**src/rtl/core/lla_pkg.sv**
```systemverilog
// Shared constants, codes and types of the least-loaded core affinity block.
// No dependencies; every other file in rtl/core but lla_table refers to it by scoped names.

package lla_pkg;

  localparam int TABLE_DEPTH_DEF = 65536;
  localparam int CORE_COUNT_DEF  = 4;
  localparam int REF_BITS_DEF    = 16;

  localparam int FILE_BITS       = 16;
  localparam int CORE_FIELD_BITS = 2;
  localparam int LOAD_BITS       = 32;

  localparam logic OP_OPEN  = 1'b0;
  localparam logic OP_CLOSE = 1'b1;

  typedef enum logic [1:0] {
    ST_OPENED    = 2'd0,
    ST_CLOSED    = 2'd1,
    ST_REDUNDANT = 2'd2,
    ST_FULL      = 2'd3
  } status_t;

  typedef struct packed {
    logic inc;
    logic dec;
  } load_op_t;

endpackage

```
**src/rtl/core/lla_index.sv**
```systemverilog
// File number register and reduction of the file number to a table address.
// Depends on lla_pkg for the file number width.

module lla_index #(
  parameter int TABLE_DEPTH = lla_pkg::TABLE_DEPTH_DEF,
  localparam int ADDR_BITS  = $clog2(TABLE_DEPTH)
) (
  input  logic                           clk,
  input  logic                           capture,
  input  logic [lla_pkg::FILE_BITS-1:0]  file_number,
  output logic [ADDR_BITS-1:0]           idx
);

  localparam int  FB       = lla_pkg::FILE_BITS;
  localparam bit  WIDE     = TABLE_DEPTH >= (1 << FB);
  localparam bit  POW2     = (TABLE_DEPTH & (TABLE_DEPTH - 1)) == 0;

  logic [FB-1:0] fn_q;

  always_ff @(posedge clk) begin
    if (capture) begin
      fn_q <= file_number;
    end
  end

  generate
    if (WIDE) begin : g_wide
      assign idx = ADDR_BITS'(fn_q);
    end else if (POW2) begin : g_pow2
      assign idx = fn_q[ADDR_BITS-1:0];
    end else begin : g_recip
      localparam logic [32:0] RECIP =
        33'(((64'd1 << 32) + 64'(TABLE_DEPTH) - 64'd1) / 64'(TABLE_DEPTH));
      localparam logic [FB-1:0] DEPTH_C = FB'(TABLE_DEPTH);
      logic [FB+32:0]   prod;
      logic [FB-1:0]    quot;
      logic [2*FB-1:0]  back;
      logic [FB-1:0]    rem;

      always_ff @(posedge clk) begin
        if (capture) begin
          prod <= (FB+33)'(file_number) * (FB+33)'(RECIP);
        end
      end

      assign quot = prod[FB+31:32];
      assign back = (2*FB)'(quot) * (2*FB)'(DEPTH_C);
      assign rem  = fn_q - back[FB-1:0];
      assign idx  = rem[ADDR_BITS-1:0];
    end
  endgenerate

endmodule

```
**config.mk**
```make
export PLATFORM = sky130hd
export DESIGN_NAME = lla_index
export DESIGN_NICKNAME = d
export VERILOG_FILES = /design/src/rtl/core/lla_pkg.sv /design/src/rtl/core/lla_index.sv
export SDC_FILE = /design/constraint.sdc
export NUM_CORES = 1
export LEC_CHECK = 0
export BUFFER_PORTS_ARGS = -buffer_cell sky130_fd_sc_hd__buf_4
export CORE_MARGIN = 2
export CORE_UTILIZATION = 37
export CTS_BUF_LIST = sky130_fd_sc_hd__clkbuf_4 sky130_fd_sc_hd__clkbuf_8 sky130_fd_sc_hd__clkbuf_16
export CTS_CLUSTER_SIZE = 30
export DETAILED_ROUTE_END_ITERATION = 8
export GPL_ROUTABILITY_DRIVEN = 0
export PLACE_DENSITY = 0.85
export RECOVER_POWER = 25
export SYNTH_ARGS = -nofsm -noshare
export SYNTH_HDL_FRONTEND = slang
export SYNTH_SLANG_ARGS = --single-unit
```
**constraint.sdc**
```tcl
create_clock -name clk -period 0.8 [get_ports clk]
set_clock_uncertainty 0.05 [all_clocks]
set_input_delay 0.04 -clock clk [delete_from_list [all_inputs] [get_ports clk]]
set_output_delay 0.04 -clock clk [all_outputs]
set_load 0.1 [all_outputs]
```
======== Word-level counts from Yosys, hierarchy flattened ========
Index checks and enable logic that the tools add are counted.
word-level totals
  ROM bits ................................ 0
  memory bits (writable) .................. 0
  latch bits .............................. 0
  flip-flop bits (word level) ............. 16
  memories ................................ 0
  output and inout port bits .............. 16
  input bits .............................. 18
operators by class
  reductions and logical operators ........ 0
  multipliers ............................. 0
  shift operators ......................... 0
  equal/unequal tests ..................... 0
  magnitude comparators ................... 0
  add/sub/neg operators ................... 0
  divide/modulo/power cells ............... 0
  multiplexer cells ....................... 0
  bitwise gates (word level) .............. 0

======== Logic depth before layout (Yosys ltp) ========
Gate-level depths: netlist (run 1).
  depth in word-level cells ............... 0
  mapped depth ............................ 0
  mapped depth without buffers ............ 0

======== Worst setup path after synthesis (run 1) ========
OpenSTA, ideal clock, no wires.
  path type ............................... reg2out
  start point ............................. register fn_q[0] (netlist: idx[0])
  end point ............................... output idx[0]
  data required time ...................... 0.710 ns
  setup slack ............................. -0.194 ns
  stages on the path, launching flop included .. 1
  data arrival time ....................... 0.904 ns
  path through ............................ edfxtp_1
RTL lines
  what                    RTL line         source
  start, declared         lla_index.sv:18  logic [FB-1:0] fn_q;
  start signal, assigned  lla_index.sv:22  fn_q <= file_number;
  end, declared           lla_index.sv:11  output logic [ADDR_BITS-1:0] idx
No word-level cell between the ends.

======== Worst setup path after layout (run 1) ========
  start point ............................. register fn_q[13] (netlist: idx[13])
  end point ............................... output idx[13]
No word-level cell between the ends.

==> metrics.md, run 1 <==
| Metric | Value |
|---|---|
| GR Overflow Total | `0` |
| Root cell of the clock tree | `clkbuf_4` |
| Setup crit end kind | `primary output` |
| Final hold slack | `0.213 ns` |
| TritonCTS clock tree | `done` |
| Iter 0 DRT Violations | `2` |
| GR met1 Demand/Resource | `0.177` |
| Max H-tree Level | `1` |
| Met2 track demand over resource | `0.258` |
| First-pass DRT Iterations | `4` |
| Critical path's top delay family | `flip-flops` |
| Largest register FFs | `16` |
| Final hold vios | `0` |
| Number of DRC violations after detailed routing | `0` |
| Area of the core region | `between 1000 and 1500 um^2` |
| Number of core rows | `12` |
| Number of global-route vias before repair | `roughly 340` |
| Leakage | `0.417 nW` |
| Fraction of synthesized cell area taken by the top area cell type | `1.00` |
| Number of multi-input combinational cells in the layout | `0` |
| Hold Path Depth | `1` |
| Antenna-violating nets left | `0` |
| Clock-pin transition on the worst setup and hold timing paths | `0.09 ns` |
| Number of endpoints failing setup at the final stage | `16` |
| Largest buffer count on any clock path | `2` |
| Multi-input logic area | `0 um^2` |
| Outcome | `complete, but fails checks` |
| Worst Hold Launch | `capture` |
| Synth Instances | `16` |
| Filler Cells Inserted | `a little over 60` |
| I/O pin cnt | `34` |
| Total power | `2.20 mW` |
| CTS Sinks | `16` |
| Antenna violations before repair | `0` |
| Global Route Usage Sum | `0.161` |
| Min setup slack post-route | `-0.188 ns` |
| Bufs and invs on worst path | `1` |
| Top cells by area, synth | `edfxtp_1 (100%)` |
| Die outline area | `approximately 1600 um^2` |
| CP Class | `register to primary output` |
| Worst slew slack as a fraction of its limit | `0.738` |
| Final number of max-transition violations | `0` |
| P&R area growth vs syn | `106%` |
| Share of the clock period used by the worst path after layout | `1.24` |
| Final worst path period need | `~0.99 ns` |
| Synth Warn # | `0` |
| Distinct cell type count of the synthesized netlist | `1` |
| Critical path launch point type | `register` |
| Cell area power density | `~2200 nW/um^2` |
| Most used routing layer | `met2` |
| Tightest Pin Transition | `~0.4 ns` |
| HP Class | `primary input to register` |
| Crit Path Max Fanout | `1` |
| Source of the critical timing path | `idx[13]` |
| Wire length per cell | `roughly 13 um` |
| Maxcap violations | `0` |
| Number of clock buffers inserted by TritonCTS | `3` |
| Sequence of cells on the critical path | `buf_6` |
| Highest ir drop seen on vdd | `between 1500 and 2000 uV` |
| Total cell area at the placement stage | `approximately 750 um^2` |
| Violations in the final reports | `setup timing` |
| Worst Path Required | `0.71 ns` |
| Via Count | `roughly 350` |
| Y dimension of the die | `around 40 um` |
| Total routed wirelength | `around 1100 um` |
| Area of the mapped netlist | `roughly 480 um^2` |
| Largest net degree at the start of global routing | `17` |
| Global-route wire length before repair | `1520 um` |
| Final Instance Area | `roughly 990 um^2` |
| Initial core utilization | `0.416` |
| Net count after synthesis | `34` |
| Share of cells above drive strength 1 | `0.522` |
| Highest cell delay on the worst timing path | `0.41 ns` |
| Setup repair after global routing missed its margin | `yes` |
| Via/cell ratio | `between 4 and 5` |
| Data arrival time of the critical path | `around 0.90 ns` |
| # diodes | `0` |
| FMAX | `approximately 1.0 GHz` |
| Die span in x | `about 40 um` |
| Mean Syn Cell Area | `roughly 30 um^2` |
| Met3 Usage GRT | `0.0611` |
| Sequential fraction of the synthesis area | `1.00` |
| CP max-delay cell | `edfxtp_1` |
| Final layout net count | `a little under 90` |
| Worst-case hold path end point | `idx[2]` |
| FF+latch count, synth | `16` |
| Number of I/O port buffers | `33` |
| Largest area contributor in the synthesized netlist | `edfxtp_1` |
cell families after synthesis:
kind of cell / after synthesis / share of synthesized area
flip-flops: 16 / 1.00
cell type report:
| class | instances | area [um^2] | share of cell area |
|---|---|---|---|
| Clock buffer | 3 | 22.5 | 0.0228 |
| Sequential cell | 16 | 480 | 0.485 |
| Tap cell | 14 | 17.5 | 0.0177 |
| Clock inverter | 1 | 3.75 | 0.00379 |
| Timing Repair Buffer | 49 | 465 | 0.470 |
worst max path at each step:
stage | to | slack, ns | cells past startpoint
after detailed placement | idx[5] | 0.10 | 1
after floorplan | idx[0] | -0.19 | 0
final | idx[13] | -0.19 | 1
after global routing | idx[5] | -0.22 | 1
after global placement | idx[5] | 0.12 | 1
after CTS | idx[5] | -0.18 | 1
cell usage after synthesis:
| library cell | count |
|---|---|
| edfxtp_1 | 16 |
timing repair:
action | CTS | global route
setup endpoints to repair | 16 | 16
gates resized for setup | 16 | 0
setup buffers | 0 | 0
hold endpoints to repair | 16 | 0
hold buffers | 16 | 0
through the flow:
step | TNS (ns) | std cells | util | worst slack [ns]
after floorplan | -3.10 | 16 | - | -0.194
after global placement | 0 | 63 | 0.645 | 0.124
after detailed placement | 0 | 63 | 0.645 | 0.102
after CTS | -2.61 | 83 | 0.858 | -0.181
after global routing | -3.11 | 83 | 0.856 | -0.222
final | -2.56 | 83 | 0.856 | -0.188
layout by cell type, fill, tap and decap left out:
cell and count:
clkbuf_2 1, clkbuf_4 3, dlygate4sd3_1 16, clkinv_1 1, buf_4 16, edfxtp_1 16, buf_6 16
power breakdown:
part	internal, mW	total (mW)	switching [mW]	leakage (nW)
Clock	0.181	0.420	0.239	0.0154
Combinational	0.220	0.752	0.532	0.245
Sequential	0.997	1.03	0.0301	0.157
Total	1.40	2.20	0.802	0.417
layer usage:
metal / share of wire / up-vias
met5: 0 / -
met4: 0 / 0
met3: 0.096 / 0
met2: 0.55 / 25
met1: 0.35 / 154
li1: - / 170
Power figures use the tool's default switching activity.
==> inputs of run 2 (changes only) <==
--- a/config.mk
+++ b/config.mk
@@ -5,14 +5,14 @@
 export SDC_FILE = /design/constraint.sdc
 export NUM_CORES = 1
 export LEC_CHECK = 0
-export BUFFER_PORTS_ARGS = -buffer_cell sky130_fd_sc_hd__buf_4
-export CORE_MARGIN = 2
-export CORE_UTILIZATION = 37
+export CORE_AREA = 2 2 39 41
 export CTS_BUF_LIST = sky130_fd_sc_hd__clkbuf_4 sky130_fd_sc_hd__clkbuf_8 sky130_fd_sc_hd__clkbuf_16
 export CTS_CLUSTER_SIZE = 30
 export DETAILED_ROUTE_END_ITERATION = 8
+export DIE_AREA = 0 0 41 43
+export DONT_BUFFER_PORTS = 1
 export GPL_ROUTABILITY_DRIVEN = 0
-export PLACE_DENSITY = 0.85
+export PLACE_DENSITY = 0.61
 export RECOVER_POWER = 25
 export SYNTH_ARGS = -nofsm -noshare
 export SYNTH_HDL_FRONTEND = slang
==> run 2 against run 1 <==
- the run ends with hold timing, setup timing left
- sequential share of layout area is 0.67 points lower
- fmax decreased by 2.1%
- non-clock buffer count down 17
- first-iteration DRC count decreased by 100%
- critical endpoint is now idx[14]
- largest power group unchanged
- via count is 19% lower
- critical path type unchanged
==> metrics.md, run 2 (same netlist as run 1, synthesis figures left out) <==
| Metric | Value |
|---|---|
| Critical path launch point type | `register` |
| Global-route wire length before repair | `between 1000 and 1500 um` |
| Cell area power density | `around 2200 nW/um^2` |
| Largest net degree at the start of global routing | `17` |
| Maxcap violations | `0` |
| Bufs and invs on worst path | `1` |
| Wire length per cell | `about 14 um` |
| Placed Cells incl. Taps | `48` |
| Number of clock buffers inserted by TritonCTS | `3` |
| Filler Cells Inserted | `between 80 and 90` |
| Area of the core region | `about 1400 um^2` |
| Tightest Pin Transition | `0.146 ns` |
| Outcome | `complete, but fails checks` |
| Critical path's top delay family | `flip-flops` |
| Initial core utilization | `0.347` |
| TritonCTS clock tree | `done` |
| Min setup slack post-route | `-0.210 ns` |
| Largest buffer count on any clock path | `2` |
| Internal Dissipation | `~1.5 mW` |
| # diodes | `0` |
| I/O pin cnt | `34` |
| FMAX | `0.990 GHz` |
| Antenna violations before repair | `0` |
| Die span in x | `41 um` |
| Final worst path period need | `between 1 and 1.5 ns` |
| Non-Filler Instances | `67` |
| PostCTS Resize Cnt | `0` |
| Iter 0 DRT Violations | `0` |
| Multi-input logic area | `0 um^2` |
| Clock-pin transition on the worst setup and hold timing paths | `~0.080 ns` |
| Switching pwr | `between 0.7 and 0.8 mW` |
| GR Overflow Total | `0` |
| Worst slew slack as a fraction of its limit | `0.903` |
| Final layout net count | `71` |
| Data arrival time of the critical path | `0.92 ns` |
| Via/cell ratio | `4.19` |
| Global Route Usage Sum | `0.132` |
| HP Class | `primary input to register` |
| Share of cells above drive strength 1 | `0.373` |
| Highest ir drop seen on vdd | `between 1000 and 1500 uV` |
| Final number of max-transition violations | `0` |
| CP max-delay cell | `edfxtp_1` |
| Total routed wirelength | `around 950 um` |
| Number of endpoints failing setup at the final stage | `16` |
| Hold buffer count at cts | `16` |
| Largest register FFs | `16` |
| Most used cells in the layout excluding fill and tap cells | `dlygate4sd3_1 (16), edfxtp_1 (16), buf_12 (16), clkbuf_4 (3)` |
| Post CTS Setup Buffer Count | `0` |
| Violations in the final reports | `hold timing, setup timing` |
| CP Class | `register to primary output` |
| CTS Sinks | `16` |
| Switching Share | `0.349` |
| Setup repair after global routing missed its margin | `yes` |
| First-pass DRT Iterations | `1` |
| Crit Path Max Fanout | `1` |
| Number of I/O port buffers | `0` |
| Antenna-violating nets left | `0` |
| Final hold slack | `-0.183 ns` |
| Pre-CTS setup slack | `0.0976 ns` |
| Root cell of the clock tree | `clkbuf_4` |
| Setup crit end kind | `primary output` |
| Die outline area | `approximately 1800 um^2` |
| Y dimension of the die | `~43 um` |
| Leakage | `0.388 nW` |
| Combinational share of power | `0.352` |
| P&R area growth vs syn | `109%` |
| Worst Path Required | `around 0.71 ns` |
| Number of multi-input combinational cells in the layout | `0` |
| Number of core rows | `14` |
| Number of global-route vias before repair | `between 300 and 400` |
| Number of DRC violations after detailed routing | `0` |
| Highest cell delay on the worst timing path | `around 0.44 ns` |
| Share of total power in sequential cells | `0.468` |
| Max H-tree Level | `1` |
| Portion of total power attributed to the clock network | `0.180` |
| Share of the clock period used by the worst path after layout | `1.26` |
| Final hold vios | `16` |
| Sequence of cells on the critical path | `buf_12` |
| Via Count | `~280` |
run 2: path summary, 6_finish.rpt:
path | to | slack, ns | from | cells after the start
worst max-delay path | idx[14] | -0.21 | idx[14] | 1
worst min-delay path | idx[7] | -0.18 | capture | 0
run 2: area by class of cell:
type / count / area, um^2 / share of cell area
sequential: 16 / 480 / 0.479
tap: 16 / 20.0 / 0.0200
timing repair buffer: 32 / 480 / 0.479
clock buffer: 3 / 22.5 / 0.0224
run 2: power by group through the flow:
stage               logic [mW]  clock network (mW)  registers [mW]
floorplan                    0                   0            1.51
global placement         0.733                   0            1.07
detailed placement       0.733                   0            1.07
CTS                      0.794               0.408            1.05
global route             0.806               0.449            1.06
finish                   0.792               0.405            1.05
run 2: metrics by stage:
| step | area (um^2) | power, mW | utilization | TNS [ns] | hold slack, ns |
|---|---|---|---|---|---|
| after global routing | 1000 | 2.31 | 0.725 | -3.43 | -0.205 |
| after floorplan | 480 | 1.51 | - | -3.10 | 0.0889 |
| after detailed placement | 821 | 1.81 | 0.593 | 0 | 0.0889 |
| after CTS | 1000 | 2.25 | 0.725 | -2.99 | -0.190 |
| after global placement | 821 | 1.80 | 0.593 | 0 | 0.0889 |
| final | 1000 | 2.25 | 0.725 | -2.88 | -0.183 |
run 2: per-layer routing:
layer / track usage / up-vias / wire length [um]
li1: - / 135 / -
met1: 0.131 / 126 / 318
met2: 0.200 / 18 / 546
met3: 0.0471 / 2 / 68
met4: 0.120 / 0 / 12
met5: 0 / - / 0
