### config.mk
export PLATFORM = sky130hd
export DESIGN_NAME = lla_load
export DESIGN_NICKNAME = d
export VERILOG_FILES = /design/src/rtl/core/lla_pkg.sv /design/src/rtl/core/lla_load.sv
export SDC_FILE = /design/constraint.sdc
export NUM_CORES = 1
export LEC_CHECK = 0
export BUFFER_PORTS_ARGS = -buffer_cell sky130_fd_sc_hd__buf_2
export CAP_MARGIN = 20
export CORE_UTILIZATION = 55
export CTS_BUF_LIST = sky130_fd_sc_hd__clkbuf_2 sky130_fd_sc_hd__clkbuf_4 sky130_fd_sc_hd__clkbuf_8
export DETAILED_ROUTE_END_ITERATION = 8
export PLACE_DENSITY = 0.71
export SYNTH_ARGS = -nofsm -noshare
export SYNTH_HDL_FRONTEND = slang
export SYNTH_SLANG_ARGS = --single-unit
### constraint.sdc
create_clock -name clk -period 8.5 [get_ports clk]
set_clock_uncertainty 0.05 [all_clocks]
set_input_delay 0.425 -clock clk [delete_from_list [all_inputs] [get_ports clk]]
set_output_delay 0.425 -clock clk [all_outputs]
set_load 0.02 [all_outputs]
### src/rtl/core/lla_pkg.sv
// Shared constants, codes and types of the least-loaded core affinity block.
// No dependencies; every other file in rtl/core but lla_table refers to it by scoped names.

package lla_pkg;

  localparam int TABLE_DEPTH_DEF = 65536;
  localparam int CORE_COUNT_DEF  = 4;
  localparam int REF_BITS_DEF    = 16;

  localparam int FILE_BITS       = 16;
  localparam int CORE_FIELD_BITS = 2;
  localparam int LOAD_BITS       = 32;

  localparam logic OP_OPEN  = 1'b0;
  localparam logic OP_CLOSE = 1'b1;

  typedef enum logic [1:0] {
    ST_OPENED    = 2'd0,
    ST_CLOSED    = 2'd1,
    ST_REDUNDANT = 2'd2,
    ST_FULL      = 2'd3
  } status_t;

  typedef struct packed {
    logic inc;
    logic dec;
  } load_op_t;

endpackage

### src/rtl/core/lla_load.sv
// Per-core usage counters and the registered least-loaded core choice.
// Depends on lla_pkg for the counter width and the update word type.

module lla_load #(
  parameter int CORE_COUNT = lla_pkg::CORE_COUNT_DEF,
  localparam int CORE_BITS = $clog2(CORE_COUNT)
) (
  input  logic                  clk,
  input  logic                  rst,
  input  lla_pkg::load_op_t     op,
  input  logic [CORE_BITS-1:0]  sel,
  output logic                  sel_full,
  output logic [CORE_BITS-1:0]  best
);

  localparam int LB  = lla_pkg::LOAD_BITS;
  localparam int PAD = 1 << CORE_BITS;

  logic [LB-1:0]        load [0:CORE_COUNT-1];
  logic [LB-1:0]        tv   [0:CORE_BITS][0:PAD-1];
  logic [CORE_BITS-1:0] ti   [0:CORE_BITS][0:PAD-1];

  always_comb begin
    for (int l = 0; l <= CORE_BITS; l++) begin
      for (int j = 0; j < PAD; j++) begin
        tv[l][j] = '1;
        ti[l][j] = CORE_BITS'(j);
      end
    end
    for (int j = 0; j < CORE_COUNT; j++) begin
      tv[0][j] = load[j];
    end
    for (int l = 1; l <= CORE_BITS; l++) begin
      for (int j = 0; j < (PAD >> l); j++) begin
        if (tv[l-1][2*j+1] < tv[l-1][2*j]) begin
          tv[l][j] = tv[l-1][2*j+1];
          ti[l][j] = ti[l-1][2*j+1];
        end else begin
          tv[l][j] = tv[l-1][2*j];
          ti[l][j] = ti[l-1][2*j];
        end
      end
    end
  end

  always_ff @(posedge clk) begin
    if (rst) begin
      for (int i = 0; i < CORE_COUNT; i++) begin
        load[i] <= '0;
      end
      best <= '0;
    end else begin
      if (op.inc) begin
        load[sel] <= load[sel] + LB'(1);
      end else if (op.dec && load[sel] != '0) begin
        load[sel] <= load[sel] - LB'(1);
      end
      best <= ti[CORE_BITS][0];
    end
  end

  assign sel_full = load[sel] == '1;

endmodule

### Yosys cells after proc, flatten, opt, wreduce, memory -nomap -nowiden

Memories as Yosys holds them, arrays and structs flattened.
Index checks and enable logic that the tools add are counted.

| cells by class | value |
|---|---|
| bitwise logic cells | 1 |
| reduce and logical (&&, ||, !) cells | 3 |
| equality and inequality tests | 1 |
| multiplexer cells | 18 |
| order comparisons | 3 |
| add/sub/neg operators | 2 |

Operators by type and width:

| kind | number |
|---|---|
| 2-to-1 mux 32 bit | 4 |
| < comparator 32 bit | 3 |
| adder 32 x 1 -> 32 bit (second input constant) | 1 |
| equality test 32 bit (second input constant) | 1 |
| nonzero test 32 bit | 1 |
| OR reduction 32 bit | 1 |
| subtractor 32 x 1 -> 32 bit (second input constant) | 1 |
| 2-to-1 mux 1 bit | 12 |
| 2-to-1 mux 2 bit | 2 |
| logical AND 1 bit | 1 |
| bitwise OR 1 bit | 1 |

| storage, ports and cells | value |
|---|---|
| output and inout port bits | 3 |
| memories kept | 1 |
| input bits | 6 |
| flip-flop bits (word level) | 2 |
| memory bits (writable) | 128 |

Memories:

| memory | words | bits a word | read ports | clocked after memory_dff | wr ports | RTL line | RTL |
|---|---|---|---|---|---|---|---|
| load | 4 | 32 | 5 | 0 | 4 | lla_load.sv:19 | `logic [LB-1:0] load [0:CORE_COUNT-1];` |

### Logic depth before layout (Yosys ltp)

Gate-level depths: netlist (run 1).
An unclocked memory read counts as a cell.

| logic depth | value |
|---|---|
| depth after elaboration | 10 |
| gate-level depth with buffers | 21 |

### Least setup slack after synthesis (run 1)

No wires, ideal clock.

| timing path | value |
|---|---|
| path kind | input -> register |
| start | in sel[0] |
| end | mem load[2][31] (netlist name) (data pin) |
| data arrival time | 5,670 ps |
| slack | 2,515 ps |
| cell stages on the path | 17 |
| required time | 8,185 ps |
| cell sequence | buf_6 > buf_6 > mux4_2 > nor4_1 > nand4_1 > o21ai_1 > nor3_1 > ha_1 > o211a_1 > a211oi_1 > or4b_1 > o21a_2 > o21a_4 > o41ai_4 > a221oi_2 > xnor2_1 > nor2_1 |

RTL lines:

| element | RTL line | RTL |
|---|---|---|
| start: declaration | lla_load.sv:11 | `input logic [CORE_BITS-1:0] sel,` |
| end: declaration | lla_load.sv:19 |  |

==> out/qor.json, run 1 <==
{
  "clock_tree": {
    "max-clock-path-buffers": 2,
    "numClockSinks": 130,
    "ctsResizeCount": 0,
    "post_cts_hold_buffer_count": 0,
    "insertion_delay_ns": 0.46,
    "cts_tree": "built",
    "numCtsBuffers": 17,
    "htree_levels": 4,
    "postCtsSetupBuffers": 0,
    "cts.clk_slew.worst_paths_ns": 0.08,
    "cts-root-buf": "clkbuf_8"
  },
  "timing": {
    "tightest_slew_ns": 1.091,
    "setup_viol": 0,
    "timing.max_slew.rel_slack": 0.2539,
    "timing.final.crit_share": 0.7137,
    "grt_setup_unrepaired": "no",
    "period_minus_slack_ns": 6.066,
    "whs_ns": 0.3101,
    "setup_slack_ns": 2.434,
    "timing.final.hold_violations": 0,
    "timing.final.max_slew_violations": 0,
    "maxClockFrequency_ghz": 0.1648,
    "tns_ns": 0
  },
  "worst_setup_path": {
    "cp_slowest_cell": "a2111oi_0",
    "critical_path.most_common_cell": "o21ai_0",
    "crit_path_max_incr_delay_ns": 0.93,
    "worstPathBufferInverterCount": 1,
    "critical_path_required_ns": 8.80,
    "critical_path_peak_fanout": 43,
    "crit_family": "compound AO/OA/AOI/OAI gates",
    "critPathArrivalTime_ns": 6.37,
    "timing.critical_path.to_type": "register",
    "path_cells": "ha_1, a2111oi_0, o22ai_1, o31a_1, nor2_4, buf_4, o21ai_0, ha_1, a2111oi_0, o21ai_0, a31o_2, a21oi_1, o21ai_0, nor4b_1, a21oi_1, mux2i_1",
    "critical_path.startpoint_type": "register",
    "criticalPathCategory": "reg -> reg"
  },
  "die": {
    "floorplan.io_pins": 9,
    "dieArea_um2": 18670,
    "die_w_um": 136.6,
    "initial_util": 0.5705,
    "area_of_the_core_um2": 17480,
    "die_height_um": 136.6,
    "fp-row-count": 48
  },
  "status": {
    "status": "finished clean"
  },
  "synthesis": {
    "synth_flop_cell": "edfxtp_1",
    "synth.most_common_cell": "nor2_1",
    "yosys-top-cells-area": "edfxtp_1 (39%), ha_1 (15%), mux4_2 (7.2%)",
    "post_synth_edffs": 128,
    "synthArstFlopShare": 0,
    "post_synth_num_cell_types": 61,
    "netlist_instances": 1010,
    "synth_area_leader_cell": "edfxtp_1",
    "synth.avg_cell_area_um2": 9.872,
    "netlist_top_cells_count": "nor2_1 (175), edfxtp_1 (128), ha_1 (123), inv_1 (90), a21oi_1 (81)",
    "synth_nets": 1140,
    "ys_seq_elements": 130,
    "synth_warnings": 0,
    "yosysTopAreaCellShare": 0.3855,
    "synth_seq_area_share": 0.3895,
    "syn-cell-area_um2": 9971
  },
  "pwr": {
    "worst_ir_drop_vdd_mv": 0.1181,
    "power.static_leakage_uw": 0.004533,
    "cellPowerDensity_nw_per_um2": 180.7
  },
  "final_layout": {
    "diodes_inserted": 0,
    "n_fill_cell": 1476,
    "areaGrowthSynthToFinish_pct": 5.823,
    "multi_input_gate_area_um2": 5542,
    "postLayoutCoreUtil": 0.6037,
    "final_layout_size_suffix_gt1_frac": 0.09912,
    "final_nets": 1136,
    "regArea_um2": 3884
  },
  "placed_design": {
    "detailedPlacementHpwl_um": 17960,
    "place_worst_setup_slack_ns": 2.263,
    "portBuffers": 8,
    "finalWeightedCongestion": 0.9349
  },
  "routing": {
    "initialDrtViolationCount": 715,
    "detail_route.wirelength_um": 25340,
    "drt_drc_violations_left": 0,
    "drtPass1Iterations": 5,
    "via_count": 7733,
    "routed_via_density": 6.216,
    "wl_per_cell_um": 20.37,
    "final_antenna_net_count": 0
  },
  "global_route": {
    "grtUsageTotal": 0.2897,
    "grt_antenna_before_repair": 0,
    "global_route.overflow_total": 0,
    "grt_start_max_net_pins": 44,
    "grt_first_pass_wirelength_um": 39340,
    "first_global_vias": 7384
  },
  "run": {
    "max_cap_violations": 0
  },
  "min_path": {
    "timing.hold.worst.class": "in -> reg"
  }
}
==> final cells by class <==
class                      count  area share
multi-input combinational    750      0.5252
sequential                   130      0.3681
inverter                      90     0.03202
clock buffer                  24     0.02893
tap                          225     0.02668
timing repair buffer          17     0.01138
clock inverter                 8    0.007708
==> cells in the final DEF (no fill, tap or decap), types with 8 or more instances in the layout <==
cell and count:
nor2_1 174, edfxtp_1 128, ha_1 123, inv_1 90
a21oi_1 81, nand2_1 67, o21ai_0 55, mux4_2 32
nand4_1 27, a21o_1 26, clkbuf_8 20, xnor2_1 17
nand3_1 12, xor2_1 10, nor4_1 9, buf_2 8
buf_4 8
==> final timing paths <==
| path | start | endpoint | slack (ns) | depth (start not counted) |
|---|---|---|---|---|
| worst max register to register | load[3][1] | best[0] | 2.43 | 16 |
| worst min-delay path | rst | best[1] | 0.31 | 2 |
| worst min register to register | load[1][0] | best[0] | 0.87 | 3 |
| worst max-delay path | load[3][1] | best[0] | 2.43 | 16 |
==> per-layer routing <==
layer | part of all wire | global-route usage | vias to the layer above
li1 | - | - | 3703
met1 | 0.44 | 0.3998 | 3683
met2 | 0.45 | 0.4512 | 303
met3 | 0.079 | 0.05889 | 44
met4 | 0.025 | 0.1049 | 0
met5 | 0 | 0 | -
==> registers in the layout (all words and copies together) (netlist names) <==
register and count:
load 128, best 2
==> metrics by stage <==
step | total power (uW) | instances | area [um^2]
final | 1906 | 1244 | 10550
after global routing | 2000 | 1244 | 10550
after CTS | 1899 | 1243 | 10530
after detailed placement | 1386 | 1211 | 10140
after global placement | 1378 | 1211 | 10140
after floorplan | 1225 | 1010 | 9971
==> kinds of logic after synthesis <==
kind of cell,count (synthesis),share of synthesized area
fa+ha+maj,124,0.1564
buf+inv,130,0.05760
flops,130,0.3895
xor+xnor,27,0.02372
mux,35,0.07554
compound gates,230,0.1458
simple gates,334,0.1515
==> power breakdown <==
group	switching [uW]	internal, uW	leakage [uW]
registers	33.2	761	0.00136
clock network	253	268	0.000197
logic	374	218	0.00298
total	660	1250	0.00453
Note: power is estimated with default switching activity, not from simulation.
==> inputs of run 2 (changes only) <==
--- a/config.mk
+++ b/config.mk
@@ -5,6 +5,7 @@
 export SDC_FILE = /design/constraint.sdc
 export NUM_CORES = 1
 export LEC_CHECK = 0
+export ABC_AREA = 1
 export BUFFER_PORTS_ARGS = -buffer_cell sky130_fd_sc_hd__buf_2
 export CAP_MARGIN = 20
 export CORE_UTILIZATION = 55
==> constraint.sdc (replaced) <==
create_clock -name clk -period 6.15 [get_ports clk]
set_clock_uncertainty 0.05 [all_clocks]
set_input_delay 0.3075 -clock clk [delete_from_list [all_inputs] [get_ports clk]]
set_output_delay 0.3075 -clock clk [all_outputs]
set_load 0.02 [all_outputs]
==> run 2 against run 1 <==
  * Synthesized cell count rose by 36%
  * Hold slack got worse by 0.23 ns
  * Largest power group unchanged
  * Clock-buffer cell count fell by 3
  * Clock power rose by 54%
==> out/qor.json, run 2 <==
{
  "synthesis": {
    "syn-cell-area_um2": 10560,
    "netlist_top_cells_count": "nand2_1 (271), inv_1 (215), nor2_1 (199), a21oi_1 (145), edfxtp_1 (128)",
    "synth.most_common_cell": "nand2_1",
    "ys_seq_elements": 130,
    "synth_warnings": 0,
    "yosys-top-cells-area": "edfxtp_1 (36%), ha_1 (15%), nand2_1 (9.6%)",
    "synth_seq_area_share": 0.3678,
    "netlist_instances": 1372,
    "post_synth_edffs": 128,
    "synth_flop_cell": "edfxtp_1",
    "post_synth_num_cell_types": 49,
    "synth_nets": 1502,
    "yosysTopAreaCellShare": 0.3640,
    "synthArstFlopShare": 0,
    "synth.avg_cell_area_um2": 7.696,
    "synth_area_leader_cell": "edfxtp_1"
  },
  "global_route": {
    "first_global_vias": 8376,
    "grt_first_pass_wirelength_um": 43880,
    "grt_start_max_net_pins": 51,
    "global_route.overflow_total": 0,
    "grtUsageTotal": 0.2939,
    "grt_antenna_before_repair": 0
  },
  "run": {
    "max_cap_violations": 0
  },
  "pwr": {
    "sw_frac_of_total": 0.3469,
    "seqPwrFrac": 0.395,
    "power_share_of_the_clock_group": 0.288,
    "power.static_leakage_uw": 0.005267,
    "cellPowerDensity_nw_per_um2": 246.2,
    "worst_ir_drop_vdd_mv": 0.1456,
    "p_sw_uw": 963.8,
    "power_frac_comb": 0.318,
    "internal_power_uw": 1814
  },
  "die": {
    "die_w_um": 140.6,
    "fp-row-count": 50,
    "initial_util": 0.5626,
    "floorplan.io_pins": 9,
    "die_height_um": 140.6,
    "dieArea_um2": 19760,
    "area_of_the_core_um2": 18770
  },
  "worst_setup_path": {
    "timing.critical_path.to_type": "register",
    "critPathArrivalTime_ns": 5.03,
    "critical_path.most_common_cell": "nand2_1",
    "crit_path_max_incr_delay_ns": 0.50,
    "critical_path_required_ns": 6.32,
    "critical_path_peak_fanout": 29,
    "cp_slowest_cell": "fa_1",
    "worstPathBufferInverterCount": 7,
    "crit_family": "simple AND/OR/NAND/NOR gates",
    "criticalPathCategory": "in -> reg",
    "critical_path.startpoint_type": "primary input"
  },
  "clock_tree": {
    "cts.clk_slew.worst_paths_ns": 0.08,
    "cts-root-buf": "clkbuf_8",
    "cts_tree": "built",
    "insertion_delay_ns": 0.48,
    "numClockSinks": 130,
    "max-clock-path-buffers": 2,
    "ctsResizeCount": 0,
    "numCtsBuffers": 17,
    "htree_levels": 4,
    "post_cts_hold_buffer_count": 0,
    "postCtsSetupBuffers": 0
  },
  "final_layout": {
    "final_nets": 1504,
    "areaGrowthSynthToFinish_pct": 6.861,
    "design_area_um2": 11280,
    "largest_register_ffs": 128,
    "diodes_inserted": 0,
    "top_register": "load",
    "mostFrequentLayoutCell": "nand2_1",
    "final_layout_size_suffix_gt1_frac": 0.07570,
    "largest_registers": "load x128, best x2",
    "layout.cells.most_common_list": "nand2_1 (269), inv_1 (215), nor2_1 (199), a21oi_1 (145), edfxtp_1 (128)"
  },
  "timing": {
    "timing.final.max_slew_violations": 0,
    "tightest_slew_ns": 0.9913,
    "maxClockFrequency_ghz": 0.2057,
    "setup_slack_ns": 1.289,
    "setup_viol": 0,
    "tns_ns": 0,
    "timing.final.hold_violations": 0,
    "period_minus_slack_ns": 4.861,
    "timing.max_slew.rel_slack": 0.3375,
    "grt_setup_unrepaired": "no",
    "timing.final.crit_share": 0.7903
  },
  "routing": {
    "wl_per_cell_um": 17.16,
    "initialDrtViolationCount": 809,
    "final_antenna_net_count": 0,
    "drtPass1Iterations": 5,
    "drt_drc_violations_left": 0,
    "routed_via_density": 5.613,
    "via_count": 9099,
    "detail_route.wirelength_um": 27820
  },
  "placed_design": {
    "place_worst_setup_slack_ns": 0.8847,
    "detailedPlacementHpwl_um": 20730,
    "finalWeightedCongestion": 0.9757,
    "placed_cell_area_um2": 10860,
    "portBuffers": 8
  },
  "status": {
    "status": "finished clean"
  },
  "min_path": {
    "timing.hold.worst.class": "in -> reg"
  }
}
==> run 2: changes by cell type after synthesis, sizes merged, moves of 23 or more <==
| cell | change |
|---|---|
| a21o | -26 |
| a21oi | +63 |
| a32o | +23 |
| inv | +139 |
| mux4 | -32 |
| nand2 | +208 |
| nand3 | +32 |
| nor2 | +28 |
==> run 2: power groups by stage <==
stage	Clock (uW)	Sequential [uW]	Combinational (uW)
final	799	1100	883
after CTS	805	1090	879
after floorplan	0	1110	635
after detailed placement	0	1110	873
after global placement	0	1110	854
after global routing	844	1100	999
==> run 2: kinds of logic (layout without fill, tap and decap cells) <==
family,count (synthesis),after routing,share of synthesized area
AOI/OAI and AO/OA,260,260,0.1465
and+or+nand+nor,576,576,0.2273
buffers and inverters,272,287,0.1025
xor gates and xnor gates,10,10,0.008295
adders and majority gates,124,124,0.1476
DFF,130,130,0.3678
==> run 2: cell type report <==
type                       count  area [um^2]
clock buffer                  21        264.0
clock inverter                11        160.2
fill                        1758         7485
inverter                     229        859.6
multi-input combinational    970         5610
sequential                   130         3884
tap                          234        292.8
timing repair buffer          26        212.7
==> run 2: metal layers <==
layer / GRT usage / wire length, um
met5: 0 / 0
met2: 0.4753 / 12610
met3: 0.05299 / 2195
met1: 0.4009 / 12400
met4: 0.09211 / 610
==> run 2: path summary, 6_finish.rpt <==
kind	from	endpoint	slack (ns)	cells past startpoint
min reg2reg	load[0][0]	load[1][0]	0.99	5
min	rst	best[1]	0.08	2
max reg2reg	load[1][0]	load[1][18]	1.39	28
max	sel[1]	load[1][18]	1.29	29
==> run 2: per-stage QoR <==
stage / util / hold WS (ns) / std cells / total power [uW]
2_1_floorplan: - / 0.3292 / 1372 / 1741
3_3_place_gp: 0.5786 / 0.5640 / 1589 / 1968
3_5_place_dp: 0.5786 / 0.5613 / 1589 / 1988
4_1_cts: 0.6012 / 0.05965 / 1621 / 2779
5_1_grt: 0.6012 / 0.07358 / 1621 / 2947
6_report: 0.6012 / 0.07699 / 1621 / 2778
==> inputs of run 3 (changes only) <==
--- a/config.mk
+++ b/config.mk
@@ -5,7 +5,7 @@
 export SDC_FILE = /design/constraint.sdc
 export NUM_CORES = 1
 export LEC_CHECK = 0
-export ABC_AREA = 1
+export ABC_AREA = 0
 export BUFFER_PORTS_ARGS = -buffer_cell sky130_fd_sc_hd__buf_2
 export CAP_MARGIN = 20
 export CORE_UTILIZATION = 55
==> constraint.sdc (replaced) <==
create_clock -name clk -period 4.95 [get_ports clk]
set_clock_uncertainty 0.05 [all_clocks]
set_input_delay 0.2475 -clock clk [delete_from_list [all_inputs] [get_ports clk]]
set_output_delay 0.2475 -clock clk [all_outputs]
set_load 0.02 [all_outputs]
==> run 3 against run 2 <==
  * Global-route usage increased by 1.7 points
  * Combinational power rose by 42%
  * Final cell count decreased by 16%
  * Via count fell by 7.8%
  * Largest cell class unchanged
  * Sequential power up 25%
  * Critical path type is now reg -> reg
==> out/qor.json, run 3 (synthesis gave the netlist of run 1 again) <==
{
  "clock_tree": {
    "cts-root-buf": "clkbuf_8",
    "numClockSinks": 130,
    "max-clock-path-buffers": 2,
    "numCtsBuffers": 17,
    "insertion_delay_ns": 0.46,
    "post_cts_hold_buffer_count": 0,
    "cts.clk_slew.worst_paths_ns": 0.09,
    "cts_tree": "built",
    "htree_levels": 4
  },
  "min_path": {
    "min-delay-start": "rst",
    "min_delay_path_depth": 2,
    "timing.hold.worst.class": "in -> reg",
    "min_to": "best[1]"
  },
  "worst_setup_path": {
    "cp_slowest_cell": "edfxtp_1",
    "critical_path_required_ns": 5.28,
    "critical_path.most_common_cell": "buf_4",
    "reg2reg_to": "best[0]",
    "timing.critical_path.to_type": "register",
    "criticalPathCategory": "reg -> reg",
    "worstPathBufferInverterCount": 4,
    "crit_path_max_incr_delay_ns": 0.43,
    "r2r_start": "load[3][31]",
    "ff2ff_path_depth": 22,
    "worstSetupStartpoint": "load[3][31]",
    "worst-path-stages": 22,
    "crit_family": "compound AO/OA/AOI/OAI gates",
    "critical_path.startpoint_type": "register",
    "path_cells": "ha_1, and4_1, nand4_1, nor4bb_2, buf_4, o31a_1, buf_4, nor2_4, buf_4, buf_4, nand2_1, o21ai_0, ha_1, a21o_1, a21oi_1, o22ai_1, nor2_1, o21ai_0, a21o_1, a31oi_1, a21oi_1, mux2i_1",
    "critical_path_peak_fanout": 28,
    "critPathArrivalTime_ns": 5.14,
    "rrSetupSlack_ns": 0.14
  },
  "routing": {
    "via_count": 8385,
    "detail_route.wirelength_um": 28300,
    "drt_drc_violations_left": 0,
    "initialDrtViolationCount": 893,
    "wl_per_cell_um": 20.75,
    "drtPass1Iterations": 7,
    "final_antenna_net_count": 0,
    "routed_via_density": 6.147
  },
  "die": {
    "floorplan.io_pins": 9,
    "dieArea_um2": 18670,
    "die_height_um": 136.6,
    "fp-row-count": 48,
    "area_of_the_core_um2": 17480,
    "die_w_um": 136.6,
    "initial_util": 0.5705
  },
  "global_route": {
    "first_global_vias": 7839,
    "grt_first_pass_wirelength_um": 42590,
    "grt_start_max_net_pins": 33,
    "grtUsageTotal": 0.3110,
    "grt_antenna_before_repair": 0,
    "global_route.overflow_total": 0
  },
  "final_layout": {
    "multi_input_gate_area_um2": 5623,
    "layoutNonFillerInstCount": 1364,
    "layout.cells.most_common_list": "nor2_1 (174), edfxtp_1 (128), ha_1 (123), buf_4 (121), inv_1 (90)",
    "largest_registers": "load x128, best x2",
    "areaGrowthSynthToFinish_pct": 17.03,
    "largest_register_ffs": 128,
    "top_register": "load",
    "final_nets": 1256,
    "regArea_um2": 3884,
    "n_fill_cell": 1371,
    "final_layout_size_suffix_gt1_frac": 0.2037,
    "mostFrequentLayoutCell": "nor2_1",
    "diodes_inserted": 0
  },
  "placed_design": {
    "portBuffers": 8,
    "finalWeightedCongestion": 0.9403,
    "detailedPlacementHpwl_um": 20150,
    "placed_cells_incl_taps": 1319
  },
  "timing": {
    "setup_viol": 0,
    "timing.max_slew.rel_slack": 0.2434,
    "timing.final.hold_violations": 0,
    "timing.final.max_slew_violations": 0,
    "timing.final.crit_share": 0.9722,
    "period_minus_slack_ns": 4.812,
    "tightest_slew_ns": 1.135,
    "maxClockFrequency_ghz": 0.2078
  },
  "pwr": {
    "power.static_leakage_uw": 0.005186,
    "power.total_uw": 3680,
    "cellPowerDensity_nw_per_um2": 315.4,
    "worst_ir_drop_vdd_mv": 0.1964
  },
  "status": {
    "status": "finished clean"
  },
  "run": {
    "max_cap_violations": 0
  }
}
==> run 3: changes by cell type in the layout (fill, tap and decap cells not counted), moves of 15 or more <==
| cell | delta |
|---|---|
| or2_2 | -15 |
| mux4_2 | +32 |
| a21oi_1 | -67 |
| nor2_1 | -25 |
| buf_4 | +106 |
| a32o_1 | -23 |
| a21o_1 | +26 |
| nand3_1 | -32 |
| inv_1 | -125 |
| nand2_1 | -202 |
==> run 3: power by group <==
part	total [uW]	internal, uW	switching [uW]
combinational	1250	536	714
clock	1060	603	460
sequential	1370	1310	61.7
==> run 3: worst max path at each step <==
stage                  endpoint  slack [ns]
floorplan           load[2][31]        0.04
global placement        best[0]      -0.009
detailed placement  load[2][31]       -0.10
CTS                     best[0]        0.04
global route            best[0]       -0.01
finish                  best[0]        0.14
==> run 3: through the flow <==
stage	worst slack (ns)	area (um^2)	hold slack (ns)	utilization	setup TNS, ns
5_1_grt	-0.01285	11670	0.1090	0.6677	-0.01285
4_1_cts	0.04243	11520	0.07571	0.6594	0
2_1_floorplan	0.04337	9976	0.4466	-	0
6_report	0.1377	11670	0.1018	0.6677	0
3_5_place_dp	-0.1047	11010	0.5528	0.6301	-0.8910
3_3_place_gp	-0.009378	11000	0.5400	0.6297	-0.009378
==> run 3: layout make-up <==
type,instances,area share
Timing Repair Buffer,136,0.09329
Clock buffer,18,0.02069
Inverter,90,0.02895
Sequential cell,130,0.3328
Clock inverter,14,0.01823
Multi-Input combinational cell,751,0.4819
Tap cell,225,0.02413
==> run 3: routing by layer <==
| metal | wire [um] | track usage | vias to the layer above | part of all wire |
|---|---|---|---|---|
| li1 | - | - | 3951 | - |
| met1 | 12420 | 0.4274 | 3999 | 0.44 |
| met2 | 12880 | 0.4884 | 389 | 0.46 |
| met3 | 2382 | 0.07444 | 46 | 0.084 |
| met4 | 615 | 0.08951 | 0 | 0.022 |
| met5 | 0 | 0 | - | 0 |
==> run 3: what timing repair did <==
item                                    in CTS  in global routing
endpoints found under the setup margin       1                 38
buffers inserted                             6                  5
cloned                                       0                  1
gates resized for setup                      0                 18
pin swaps                                    2                  4
